--- src/rtl/ssa_pkg.sv ---
// Slab slot allocator: shared types and codes.
// No dependencies; imported by the allocator top level.
`default_nettype none
package ssa_pkg;

    localparam logic [1:0] ST_OK       = 2'd0;
    localparam logic [1:0] ST_NO_SLAB  = 2'd1;
    localparam logic [1:0] ST_BAD_FREE = 2'd2;

    localparam logic MODE_ALLOC = 1'b0;
    localparam logic MODE_FREE  = 1'b1;

    typedef enum logic [13:0] {
        S_IDLE       = 14'b00000000000001,
        S_CHK_CACHE  = 14'b00000000000010,
        S_WALK       = 14'b00000000000100,
        S_ACT_SCAN   = 14'b00000000001000,
        S_ACT_LINK   = 14'b00000000010000,
        S_ACT_PREV   = 14'b00000000100000,
        S_THREAD     = 14'b00000001000000,
        S_POP        = 14'b00000010000000,
        S_POP_WB     = 14'b00000100000000,
        S_FREE_CACHE = 14'b00001000000000,
        S_FREE_CHK   = 14'b00010000000000,
        S_UNL_PV     = 14'b00100000000000,
        S_UNL_NX     = 14'b01000000000000,
        S_FINISH     = 14'b10000000000000
    } t_state;

endpackage
`default_nettype wire

--- src/rtl/ssa_link_ram.sv ---
// Slot link memory: one write port, one read port with registered data.
// No dependencies.
`default_nettype none
module ssa_link_ram #(
    parameter int AW = 7,
    parameter int DW = 5
) (
    input  wire logic          i_clk,
    input  wire logic          i_we,
    input  wire logic [AW-1:0] i_waddr,
    input  wire logic [DW-1:0] i_wdata,
    input  wire logic [AW-1:0] i_raddr,
    output logic      [DW-1:0] o_rdata
);
    logic [DW-1:0] r_mem [0:(1 << AW) - 1];

    always_ff @(posedge i_clk) begin
        if (i_we) begin
            r_mem[i_waddr] <= i_wdata;
        end
        o_rdata <= r_mem[i_raddr];
    end
endmodule
`default_nettype wire

--- src/rtl/slab_slot_allocator_core.sv ---
// Slab slot allocator top level: sequencer, slab records, output register.
// Depends on ssa_pkg and ssa_link_ram.
// Usage:
//   Input channel (i_valid/o_ready) carries one transaction: allocate
//   (i_mode=0) or free of (i_slab_index, i_slot_index). Each transaction
//   yields exactly one result on the output channel (o_valid/i_ready):
//   o_status, o_granted_slab, o_granted_slot.
//   i_cfg_we/i_cfg_wdata set the slots threaded into a newly activated slab;
//   write only while idle.
// Sequence (accept to result valid, receiver ready):
//   allocate from the cached slab: cache check, pop, pop write-back, finish;
//   otherwise a list walk visits slabs first (up to NUM_SLABS); activating a
//   slab adds a scan of up to NUM_SLABS slabs, a link step, a prev-link
//   step if the list was not empty, and a thread step per slot. Free: cache
//   check, check and write, finish, plus unlink steps when a slab retires.
// One transaction in flight; o_ready is high only when the sequencer is idle.
// Reset: synchronous, active low; all slabs unused, empty list, no cache.
// Receiver stall: the result sits in the output register; a new transaction
// can be accepted and worked on, and it waits at its end until the
// register is free.
`default_nettype none
module slab_slot_allocator_core #(
    parameter int NUM_SLABS = 8,
    parameter int MAX_SLOTS = 16
) (
    input  wire logic       i_clk,
    input  wire logic       i_rst_n,
    input  wire logic       i_valid,
    output logic            o_ready,
    input  wire logic       i_mode,
    input  wire logic [2:0] i_slab_index,
    input  wire logic [3:0] i_slot_index,
    output logic            o_valid,
    input  wire logic       i_ready,
    output logic [1:0]      o_status,
    output logic [2:0]      o_granted_slab,
    output logic [3:0]      o_granted_slot,
    input  wire logic       i_cfg_we,
    input  wire logic [4:0] i_cfg_wdata
);
    import ssa_pkg::*;

    localparam int SW = (NUM_SLABS > 1) ? $clog2(NUM_SLABS) : 1;
    localparam int LW = (MAX_SLOTS > 1) ? $clog2(MAX_SLOTS) : 1;
    localparam int CW = $clog2(MAX_SLOTS + 1);
    localparam int EW = (CW > 5) ? CW : 5;
    localparam int BW = (SW > 3) ? SW + 1 : 4;
    localparam logic [SW-1:0] LAST_SLAB = SW'(NUM_SLABS - 1);
    localparam logic [4:0]    USED_MAX  = 5'd31;

    t_state         r_state;
    logic [4:0]     r_cfg;
    logic [SW-1:0]  r_ptr;
    logic [SW-1:0]  r_sel;
    logic [SW-1:0]  r_guard;
    logic [LW-1:0]  r_i;
    logic [EW-1:0]  r_n;
    logic           r_mode;
    logic [2:0]     r_sb;
    logic [3:0]     r_sl;
    logic           r_keep;
    logic           r_head_v;
    logic [SW-1:0]  r_head;
    logic           r_cached_v;
    logic [SW-1:0]  r_cached;
    logic           r_nx_v, r_pv_v;
    logic [SW-1:0]  r_nx, r_pv;
    logic [1:0]     r_st;
    logic [SW-1:0]  r_gs;
    logic [LW-1:0]  r_gl;

    logic           r_live  [NUM_SLABS];
    logic           r_nxt_v [NUM_SLABS];
    logic [SW-1:0]  r_nxt   [NUM_SLABS];
    logic           r_prv_v [NUM_SLABS];
    logic [SW-1:0]  r_prv   [NUM_SLABS];
    logic           r_top_v [NUM_SLABS];
    logic [LW-1:0]  r_top   [NUM_SLABS];
    logic [4:0]     r_used  [NUM_SLABS];

    logic [EW-1:0]  cfg_w;
    logic [EW-1:0]  eff;
    logic           mem_we;
    logic [SW+LW-1:0] mem_waddr, mem_raddr;
    logic [LW:0]    mem_wdata, mem_rdata;
    logic           free_bad;
    logic           retire;
    logic           cache_final_v;
    logic [SW-1:0]  cache_final;
    logic [4:0]     used_dec;

    assign cfg_w = EW'(r_cfg);
    always_comb begin
        priority if (r_cfg == 5'd0) begin
            eff = EW'(1);
        end else if (cfg_w > EW'(MAX_SLOTS)) begin
            eff = EW'(MAX_SLOTS);
        end else begin
            eff = cfg_w;
        end
    end

    assign free_bad = (BW'(r_sb) >= BW'(NUM_SLABS)) || !r_live[r_ptr]
                      || (r_used[r_ptr] == 5'd0) || (EW'(r_sl) >= eff);
    assign used_dec = r_used[r_ptr] - 5'd1;
    assign retire   = (used_dec == 5'd0) && (r_nxt_v[r_ptr] || r_prv_v[r_ptr]);
    assign cache_final   = r_keep ? r_cached : r_ptr;
    assign cache_final_v = !(retire && (cache_final == r_ptr));

    always_comb begin
        mem_we    = 1'b0;
        mem_waddr = {r_ptr, r_i};
        mem_wdata = {1'b0, r_i};
        if (r_state == S_THREAD) begin
            mem_we = 1'b1;
            if ((EW'(r_i) + EW'(1)) < r_n) begin
                mem_wdata = {1'b1, r_i + LW'(1)};
            end
        end else if (r_state == S_FREE_CHK && !free_bad) begin
            mem_we    = 1'b1;
            mem_waddr = {r_ptr, LW'(r_sl)};
            mem_wdata = {r_top_v[r_ptr], r_top[r_ptr]};
        end
    end
    assign mem_raddr = {r_ptr, r_top[r_ptr]};

    ssa_link_ram #(.AW(SW + LW), .DW(LW + 1)) u_link (
        .i_clk   (i_clk),
        .i_we    (mem_we),
        .i_waddr (mem_waddr),
        .i_wdata (mem_wdata),
        .i_raddr (mem_raddr),
        .o_rdata (mem_rdata)
    );

    assign o_ready = (r_state == S_IDLE);

    always_ff @(posedge i_clk) begin
        if (!i_rst_n) begin
            r_state    <= S_IDLE;
            r_cfg      <= 5'd16;
            r_head_v   <= 1'b0;
            r_cached_v <= 1'b0;
            o_valid    <= 1'b0;
            for (int k = 0; k < NUM_SLABS; k++) begin
                r_live[k] <= 1'b0;
            end
        end else begin
            if (i_cfg_we) begin
                r_cfg <= i_cfg_wdata;
            end
            if (o_valid && i_ready && r_state != S_FINISH) begin
                o_valid <= 1'b0;
            end
            unique case (r_state)
                S_IDLE: begin
                    if (i_valid) begin
                        r_mode <= i_mode;
                        r_sb   <= i_slab_index;
                        r_sl   <= i_slot_index;
                        r_ptr  <= r_cached;
                        r_st   <= ST_OK;
                        r_gs   <= '0;
                        r_gl   <= '0;
                        r_state <= (i_mode == MODE_FREE) ? S_FREE_CACHE : S_CHK_CACHE;
                    end
                end
                S_CHK_CACHE: begin
                    r_guard <= '0;
                    if (r_cached_v && r_live[r_ptr] && r_top_v[r_ptr]) begin
                        r_state <= S_POP;
                    end else if (r_head_v) begin
                        r_ptr   <= r_head;
                        r_state <= S_WALK;
                    end else begin
                        r_ptr   <= '0;
                        r_state <= S_ACT_SCAN;
                    end
                end
                S_WALK: begin
                    if (r_top_v[r_ptr]) begin
                        r_cached_v <= 1'b1;
                        r_cached   <= r_ptr;
                        r_state    <= S_POP;
                    end else if (!r_nxt_v[r_ptr] || r_guard == LAST_SLAB) begin
                        r_ptr   <= '0;
                        r_state <= S_ACT_SCAN;
                    end else begin
                        r_ptr   <= r_nxt[r_ptr];
                        r_guard <= r_guard + SW'(1);
                    end
                end
                S_ACT_SCAN: begin
                    if (!r_live[r_ptr]) begin
                        r_state <= S_ACT_LINK;
                    end else if (r_ptr == LAST_SLAB) begin
                        r_st    <= ST_NO_SLAB;
                        r_state <= S_FINISH;
                    end else begin
                        r_ptr <= r_ptr + SW'(1);
                    end
                end
                S_ACT_LINK: begin
                    r_live[r_ptr]  <= 1'b1;
                    r_prv_v[r_ptr] <= 1'b0;
                    r_nxt_v[r_ptr] <= r_head_v;
                    r_nxt[r_ptr]   <= r_head;
                    r_used[r_ptr]  <= 5'd0;
                    r_top_v[r_ptr] <= 1'b1;
                    r_top[r_ptr]   <= '0;
                    r_sel    <= r_ptr;
                    r_i      <= '0;
                    r_n      <= eff;
                    r_head_v <= 1'b1;
                    r_head   <= r_ptr;
                    if (r_head_v) begin
                        r_ptr   <= r_head;
                        r_state <= S_ACT_PREV;
                    end else begin
                        r_state <= S_THREAD;
                    end
                end
                S_ACT_PREV: begin
                    r_prv_v[r_ptr] <= 1'b1;
                    r_prv[r_ptr]   <= r_sel;
                    r_ptr          <= r_sel;
                    r_state        <= S_THREAD;
                end
                S_THREAD: begin
                    if ((EW'(r_i) + EW'(1)) >= r_n) begin
                        r_cached_v <= 1'b1;
                        r_cached   <= r_ptr;
                        r_state    <= S_POP;
                    end else begin
                        r_i <= r_i + LW'(1);
                    end
                end
                S_POP: begin
                    r_gs    <= r_ptr;
                    r_gl    <= r_top[r_ptr];
                    r_state <= S_POP_WB;
                end
                S_POP_WB: begin
                    r_top_v[r_ptr] <= mem_rdata[LW];
                    r_top[r_ptr]   <= mem_rdata[LW-1:0];
                    if (r_used[r_ptr] != USED_MAX) begin
                        r_used[r_ptr] <= r_used[r_ptr] + 5'd1;
                    end
                    r_state <= S_FINISH;
                end
                S_FREE_CACHE: begin
                    r_keep  <= r_cached_v && ((r_cached == SW'(r_sb))
                               || (r_live[r_ptr] && r_top_v[r_ptr]));
                    r_ptr   <= SW'(r_sb);
                    r_state <= S_FREE_CHK;
                end
                S_FREE_CHK: begin
                    if (free_bad) begin
                        r_st    <= ST_BAD_FREE;
                        r_state <= S_FINISH;
                    end else begin
                        r_top_v[r_ptr] <= 1'b1;
                        r_top[r_ptr]   <= LW'(r_sl);
                        r_used[r_ptr]  <= used_dec;
                        r_cached_v     <= cache_final_v;
                        r_cached       <= cache_final;
                        r_nx_v <= r_nxt_v[r_ptr];
                        r_nx   <= r_nxt[r_ptr];
                        r_pv_v <= r_prv_v[r_ptr];
                        r_pv   <= r_prv[r_ptr];
                        if (retire) begin
                            r_live[r_ptr] <= 1'b0;
                            if (r_head_v && r_head == r_ptr) begin
                                r_head_v <= r_nxt_v[r_ptr];
                                r_head   <= r_nxt[r_ptr];
                            end
                            r_ptr   <= r_prv[r_ptr];
                            r_state <= S_UNL_PV;
                        end else begin
                            r_state <= S_FINISH;
                        end
                    end
                end
                S_UNL_PV: begin
                    if (r_pv_v) begin
                        r_nxt_v[r_ptr] <= r_nx_v;
                        r_nxt[r_ptr]   <= r_nx;
                    end
                    r_ptr   <= r_nx;
                    r_state <= S_UNL_NX;
                end
                S_UNL_NX: begin
                    if (r_nx_v) begin
                        r_prv_v[r_ptr] <= r_pv_v;
                        r_prv[r_ptr]   <= r_pv;
                    end
                    r_state <= S_FINISH;
                end
                S_FINISH: begin
                    if (!o_valid || i_ready) begin
                        o_valid        <= 1'b1;
                        o_status       <= r_st;
                        o_granted_slab <= 3'(r_gs);
                        o_granted_slot <= 4'(r_gl);
                        r_state        <= S_IDLE;
                    end
                end
                default: begin
                    r_state <= S_IDLE;
                end
            endcase
        end
    end

`ifndef NO_ASSERTIONS
    a_state_onehot: assert property (@(posedge i_clk) disable iff (!i_rst_n)
        $onehot(r_state)) else $error("sequencer state not one-hot");
    a_head_live: assert property (@(posedge i_clk) disable iff (!i_rst_n)
        (r_state == S_IDLE && r_head_v) |-> r_live[r_head])
        else $error("list head is not a live slab");
    a_cache_live: assert property (@(posedge i_clk) disable iff (!i_rst_n)
        (r_state == S_IDLE && r_cached_v) |-> r_live[r_cached])
        else $error("cached slab is not live");
    a_thread_live: assert property (@(posedge i_clk) disable iff (!i_rst_n)
        (r_state == S_THREAD) |-> r_live[r_ptr])
        else $error("threading a slab that is not live");
    a_err_zero: assert property (@(posedge i_clk) disable iff (!i_rst_n)
        (o_valid && o_status != ST_OK) |-> (o_granted_slab == 3'd0 && o_granted_slot == 4'd0))
        else $error("error result carries a handle");
`endif
endmodule
`default_nettype wire
--- config.mk ---
export PLATFORM = sky130hd
export DESIGN_NAME = slab_slot_allocator_core
export DESIGN_NICKNAME = d
export VERILOG_FILES = /design/src/rtl/ssa_pkg.sv /design/src/rtl/ssa_link_ram.sv /design/src/rtl/slab_slot_allocator_core.sv
export SDC_FILE = /design/constraint.sdc
export NUM_CORES = 1
export LEC_CHECK = 0
export BUFFER_PORTS_ARGS = -buffer_cell sky130_fd_sc_hd__buf_2
export CORE_AREA = 2 2 243 245
export CTS_CLUSTER_DIAMETER = 30
export CTS_CLUSTER_SIZE = 14
export DETAILED_ROUTE_END_ITERATION = 12
export DIE_AREA = 0 0 245 247
export PLACE_DENSITY_LB_ADDON = 0.3
export SYNTH_ARGS = -nofsm -noshare
export SYNTH_HDL_FRONTEND = slang
export SYNTH_SLANG_ARGS = --single-unit
--- constraint.sdc ---
create_clock -name i_clk -period 9.8 [get_ports i_clk]
set_clock_uncertainty 0.2 [all_clocks]
set_input_delay 2.45 -clock i_clk [delete_from_list [all_inputs] [get_ports i_clk]]
set_output_delay 2.45 -clock i_clk [all_outputs]
set_load 0.005 [all_outputs]
---- Word-level counts from Yosys, hierarchy flattened ----
Memories as Yosys holds them, arrays and structs flattened. A register that Yosys moved wholly into a read port is not among the register bits.
Index checks and enable logic that the tools add are counted.
storage, ports and cells
  RAM bits ................................ 792
  bits of input ports ..................... 18
  bits in registers ....................... 80
  memories kept ........................... 9
memory list
  memory        depth  bits a word  read ports  clocked after Yosys merged registers in  write ports  line                            text
  u_link.r_mem  128    5            1           1                                        1            ssa_link_ram.sv:15              logic [DW-1:0] r_mem [0:(1 << AW) - 1];
  r_used        8      5            1           1                                        1            slab_slot_allocator_core.sv:79  logic [4:0] r_used [NUM_SLABS];
  r_top         8      4            1           1                                        1            slab_slot_allocator_core.sv:78  logic [LW-1:0] r_top [NUM_SLABS];
  r_nxt         8      3            1           1                                        1            slab_slot_allocator_core.sv:74  logic [SW-1:0] r_nxt [NUM_SLABS];
  r_prv         8      3            1           1                                        1            slab_slot_allocator_core.sv:76  logic [SW-1:0] r_prv [NUM_SLABS];
  r_live        8      1            1           1                                        8            slab_slot_allocator_core.sv:72  logic r_live [NUM_SLABS];
  +3 memories   --     --           --          --                                       --           --
operators by class
  $add $sub $neg .......................... 6
  multiplexer cells ....................... 124
  bitwise logic cells ..................... 13
  magnitude comparators ................... 4
  equal/unequal tests ..................... 39
  reduce and logical (&&, ||, !) cells .... 48
operators by type and width
  kind                                                                number
  14-bit one-hot mux with 13 select lines                             1
  14-bit two-way mux                                                  9
  3-bit two-way mux                                                   31
  1-bit two-way mux                                                   52
  5-bit two-way mux                                                   7
  4-bit two-way mux                                                   7
  2-bit != test (second input constant)                               14
  3-bit one-hot mux with 9 select lines                               1
  3-bit one-hot mux with 2 select lines                               3
  4-bit one-hot mux with 2 select lines                               2
  5-bit logical NOT                                                   3
  3-bit AND reduction                                                 5
  5-bit AND reduction                                                 3
  14-bit by 1-bit == test with 1-bit output (second input constant)   1
  14-bit by 10-bit == test with 1-bit output (second input constant)  1
  14-bit by 11-bit == test with 1-bit output (second input constant)  1
  14-bit by 12-bit == test with 1-bit output (second input constant)  1
  14-bit by 13-bit == test with 1-bit output (second input constant)  1
  14-bit == test (second input constant)                              1
  14-bit by 2-bit == test with 1-bit output (second input constant)   1
  14-bit by 3-bit == test with 1-bit output (second input constant)   1
  14-bit by 4-bit == test with 1-bit output (second input constant)   1
  14-bit by 5-bit == test with 1-bit output (second input constant)   1
  14-bit by 6-bit == test with 1-bit output (second input constant)   1
  other kinds (40)                                                    85

---- Longest topological paths before layout ----
  depth after elaboration ................. 12
  depth in mapped cells ................... 16
  depth with buffers taken out ............ 14

---- Cells and area by module ----
From an unflattened synthesis, not the netlist that was laid out.
second synthesis, totals
  cell total of the unflattened synthesis .. 1848
  area, all modules ....................... 35815.6 sq um
by module, submodules not included
  module                    sequential area each (sq um)  cells an instance  area each (sq um)  times used
  ssa_link_ram              19318.5                       1090               25060.3            1
  slab_slot_allocator_core  6726.5                        758                10755.3            1

---- Least setup slack after synthesis ----
OpenSTA, ideal clock, no wires.
  path type ............................... flip-flop to flip-flop
  start point ............................. reg (tool-made name)
  end point ............................... mem u_link.r_mem[0][4], data pin
  data arrival time ....................... 7.286 ns
  buffers on the path ..................... 5
  path slack .............................. 1.115 ns
  library setup time ...................... 1.199 ns
  cell stages (with the launch flop) ...... 13
  path through ............................ dfxtp_1 > buf_4 > buf_6 > buf_6 > buf_4 > mux2_2 > inv_1 > ha_1 > a41oi_2 > o31ai_4 > or2_1 > buf_4 > o21ai_0
RTL lines
  what           line
  end, declared  ssa_link_ram.sv:15

==> impl_metrics.yaml <==
cts:
  clk_latency_ps: 730
  cts_resized: 0
  cts_hold_buffers: 0
  cts_setup_buffers: 0
  clkTransAtPathRegs_ps: 50
  clk_path_buf_depth: 3
  root_buffer: "clkbuf_16"
  cts_sinks: 880
  cts_made_buffers: 142
  cts_max_level: 4
  tritoncts: "built"
route:
  drt_wl_total_mm: 93.2
  dr.pass1.iters: 8
  num_vias: 24103
  wl_per_cell_um: 25.1
  viasPerCell: 6.49
  drc: 0
  dr.first_iter.drc_count: 3322
  drtAntennaViolNets: 0
logic_synthesis:
  synth_warnings: 0
  netlist_area_sq_mm: 0.0362
  synth.area.top_cells: "edfxtp_1, nand2_1, nand3_1"
  synth_common_cells: "edfxtp_1, nand2_1, nand3_1, nor2_1, nand4_1"
  ys_seq_area_share_pct: 72.0
  synthFlopType: "edfxtp_1"
  synth_top_area_cell: "edfxtp_1"
  syn_area_per_cell_sq_um: 13.0
  synth_fp_nets: 2815
  synth-edff-count: 842
  synth.most_common_cell: "edfxtp_1"
  synth.top_cell.area_share_pct: 69.9
  synthArstFlopShare_pct: 0
  synth-seq-cells: 880
  syn_inst: 2778
  ys_types: 85
placed_design:
  hpwl_mm: 51.6
  numPortBuffers: 28
  globalplace.congestion: 0.936
pwr:
  ir_drop_mv: 0.238
  power.leakage_nw: 14.2
  finalPower_mw: 10.2
  power_density_mw_per_mm2: 243
status:
  status: "finished, final reports clean"
global_routing:
  grt_usage_pct: 31.1
  grt_max_degree: 202
  grt_pass1_vias: 23591
  grt_pass1_wl_mm: 140
  grt-ovfl-total: 0
  antenna_found_initial: 1
sta:
  fin_tns_setup_ps: 0
  setup_viol: 0
  fmax_mhz: 183
  min_period_over_period_pct: 55.8
  hold_viol: 0
  report.final.slew_viol_count: 0
  tightest_slew_ps: 1350
  worst_slew_margin_rel_pct: 9.64
  period_minus_slack_ps: 5470
  rsz0062_at_grt: "false"
die:
  die_y_um: 247
  start_util_pct: 62.1
  chipWidth_um: 245
  fp-row-count: 89
  core_area_sq_mm: 0.0582
  dieArea_sq_mm: 0.0605
  ios: 29
final_layout:
  diodes: 0
  synthToLayoutAreaGrowth_pct: 15.7
  num-nets-final: 2863
  drive_gt1_share_pct: 13.8
critical_path:
  startpoint_type: "flop"
  cp-end-kind: "flop"
  path_max_fanout: 201
  arrival_ps: 5930
  worstPathRequired_ps: 10260
  worstSetupPathType: "reg -> reg"
worst_hold_path:
  hold_class: "reg -> reg"
run:
  maxCapViolCount: 0
[cells in the final DEF, fill, tap and decap left out, types with 8 or more instances in the layout]
| cell | synthesis | final |
|---|---|---|
| and2_1 | 13 | 13 |
| edfxtp_1 | 842 | 842 |
| clkinv_2 | 0 | 20 |
| mux2_2 | 22 | 21 |
| nand4_1 | 100 | 100 |
| clkbuf_1 | 72 | 22 |
| a21oi_1 | 23 | 23 |
| clkinvlp_4 | 0 | 16 |
| nor3_1 | 11 | 11 |
| o21ai_0 | 13 | 12 |
| nand2b_1 | 13 | 13 |
| and3_1 | 11 | 11 |
| mux4_2 | 38 | 38 |
| nor2_1 | 215 | 215 |
| inv_1 | 19 | 19 |
| clkinv_4 | 0 | 9 |
| ha_1 | 19 | 19 |
| a211oi_1 | 9 | 9 |
| nand3_1 | 247 | 247 |
| mux2i_1 | 14 | 13 |
| clkbuf_16 | 0 | 149 |
| nor4_1 | 9 | 8 |
| a31oi_1 | 84 | 84 |
| nor2_2 | 8 | 8 |
| xor2_1 | 11 | 11 |
| nand2_1 | 732 | 731 |
| buf_4 | 6 | 27 |
| clkinv_1 | 1 | 9 |
| bufinv_16 | 0 | 18 |
| dfxtp_1 | 38 | 35 |
| buf_2 | 67 | 28 |
| inv_6 | 0 | 10 |
[worst max-delay path, stage by stage (launching register included)]
cell,delay (ps)
dfxtp_2,310
buf_4,560
mux4_2,660
mux2i_4,890
buf_12,650
buf_4,830
nand2_1,160
a31oi_1,260
nand4_1,210
nand4_1,190
nor2_1,70
nand2_1,70
[routing by layer]
| metal | global-route usage (%) | vias to the layer above | part of all wire, % |
|---|---|---|---|
| met5 | 0 | - | 0.014 |
| met1 | 40.4 | 11615 | 36 |
| met2 | 50.1 | 1803 | 48 |
| li1 | - | 10381 | - |
| met3 | 6.82 | 302 | 11 |
| met4 | 15.1 | 2 | 4.4 |
[sequential cells by signal, summed over array words and instances, names as in the netlist, 4 cells and up, named ones only]
name            count
cfg_w               5
o_granted_slot      4
r_gl                4
r_i                 4
r_live              8
r_n                 5
r_nxt              24
r_nxt_v             8
r_prv              24
r_prv_v             8
r_sl                4
r_state            14
r_top              32
r_top_v             8
r_used             40
u_link.o_rdata      5
u_link.r_mem      640
[logic make-up (layout without fill, tap and decap cells)]
logic type / after synthesis / in the layout / share of synthesized area (%)
AOI/OAI and AO/OA: 194 / 194 / 3.71
xor gates and xnor gates: 13 / 13 / 0.315
adders and majority gates: 19 / 19 / 0.657
buffers and inverters: 175 / 340 / 2.19
DFF: 880 / 880 / 72.0
muxes: 81 / 81 / 3.73
and+or+nand+nor: 1416 / 1416 / 17.4
[final timing paths]
kind	from	end	slack (ps)	cells after the start
worst min register to register	r_gl[2]	o_granted_slot[2]	210	0
worst max-delay path	flop	u_link.o_rdata[0]	4330	11
worst max register to register	flop	u_link.o_rdata[0]	4330	11
worst min-delay path	r_gl[2]	o_granted_slot[2]	210	0
[per-stage QoR]
stage	util (%)	instances	worst slack [ps]	cell area, sq um	hold WS [ps]
final	71.9	3716	4330	41900	212
after global routing	71.9	3716	4070	41900	237
after CTS	71.9	3716	4490	41900	217
after detailed placement	63.4	3455	4330	36900	208
after global placement	63.4	3455	4430	36900	204
after floorplan	-	2778	1110	36200	200
[final cells by class]
cell class | instances | area (sq um)
clock inverter | 89 | 1110
timing repair buffer | 56 | 363
fill | 3559 | 16400
tap | 773 | 967
inverter | 23 | 86.3
clock buffer | 172 | 3820
multi-input combinational | 1723 | 9460
sequential | 880 | 26000
[power breakdown]
group,switching [mW],internal (mW),total [mW]
clock,1.81,3.29,5.10
combinational,0.683,0.255,0.938
sequential,0.0205,4.09,4.11
Note: power is estimated with default switching activity, not from simulation.
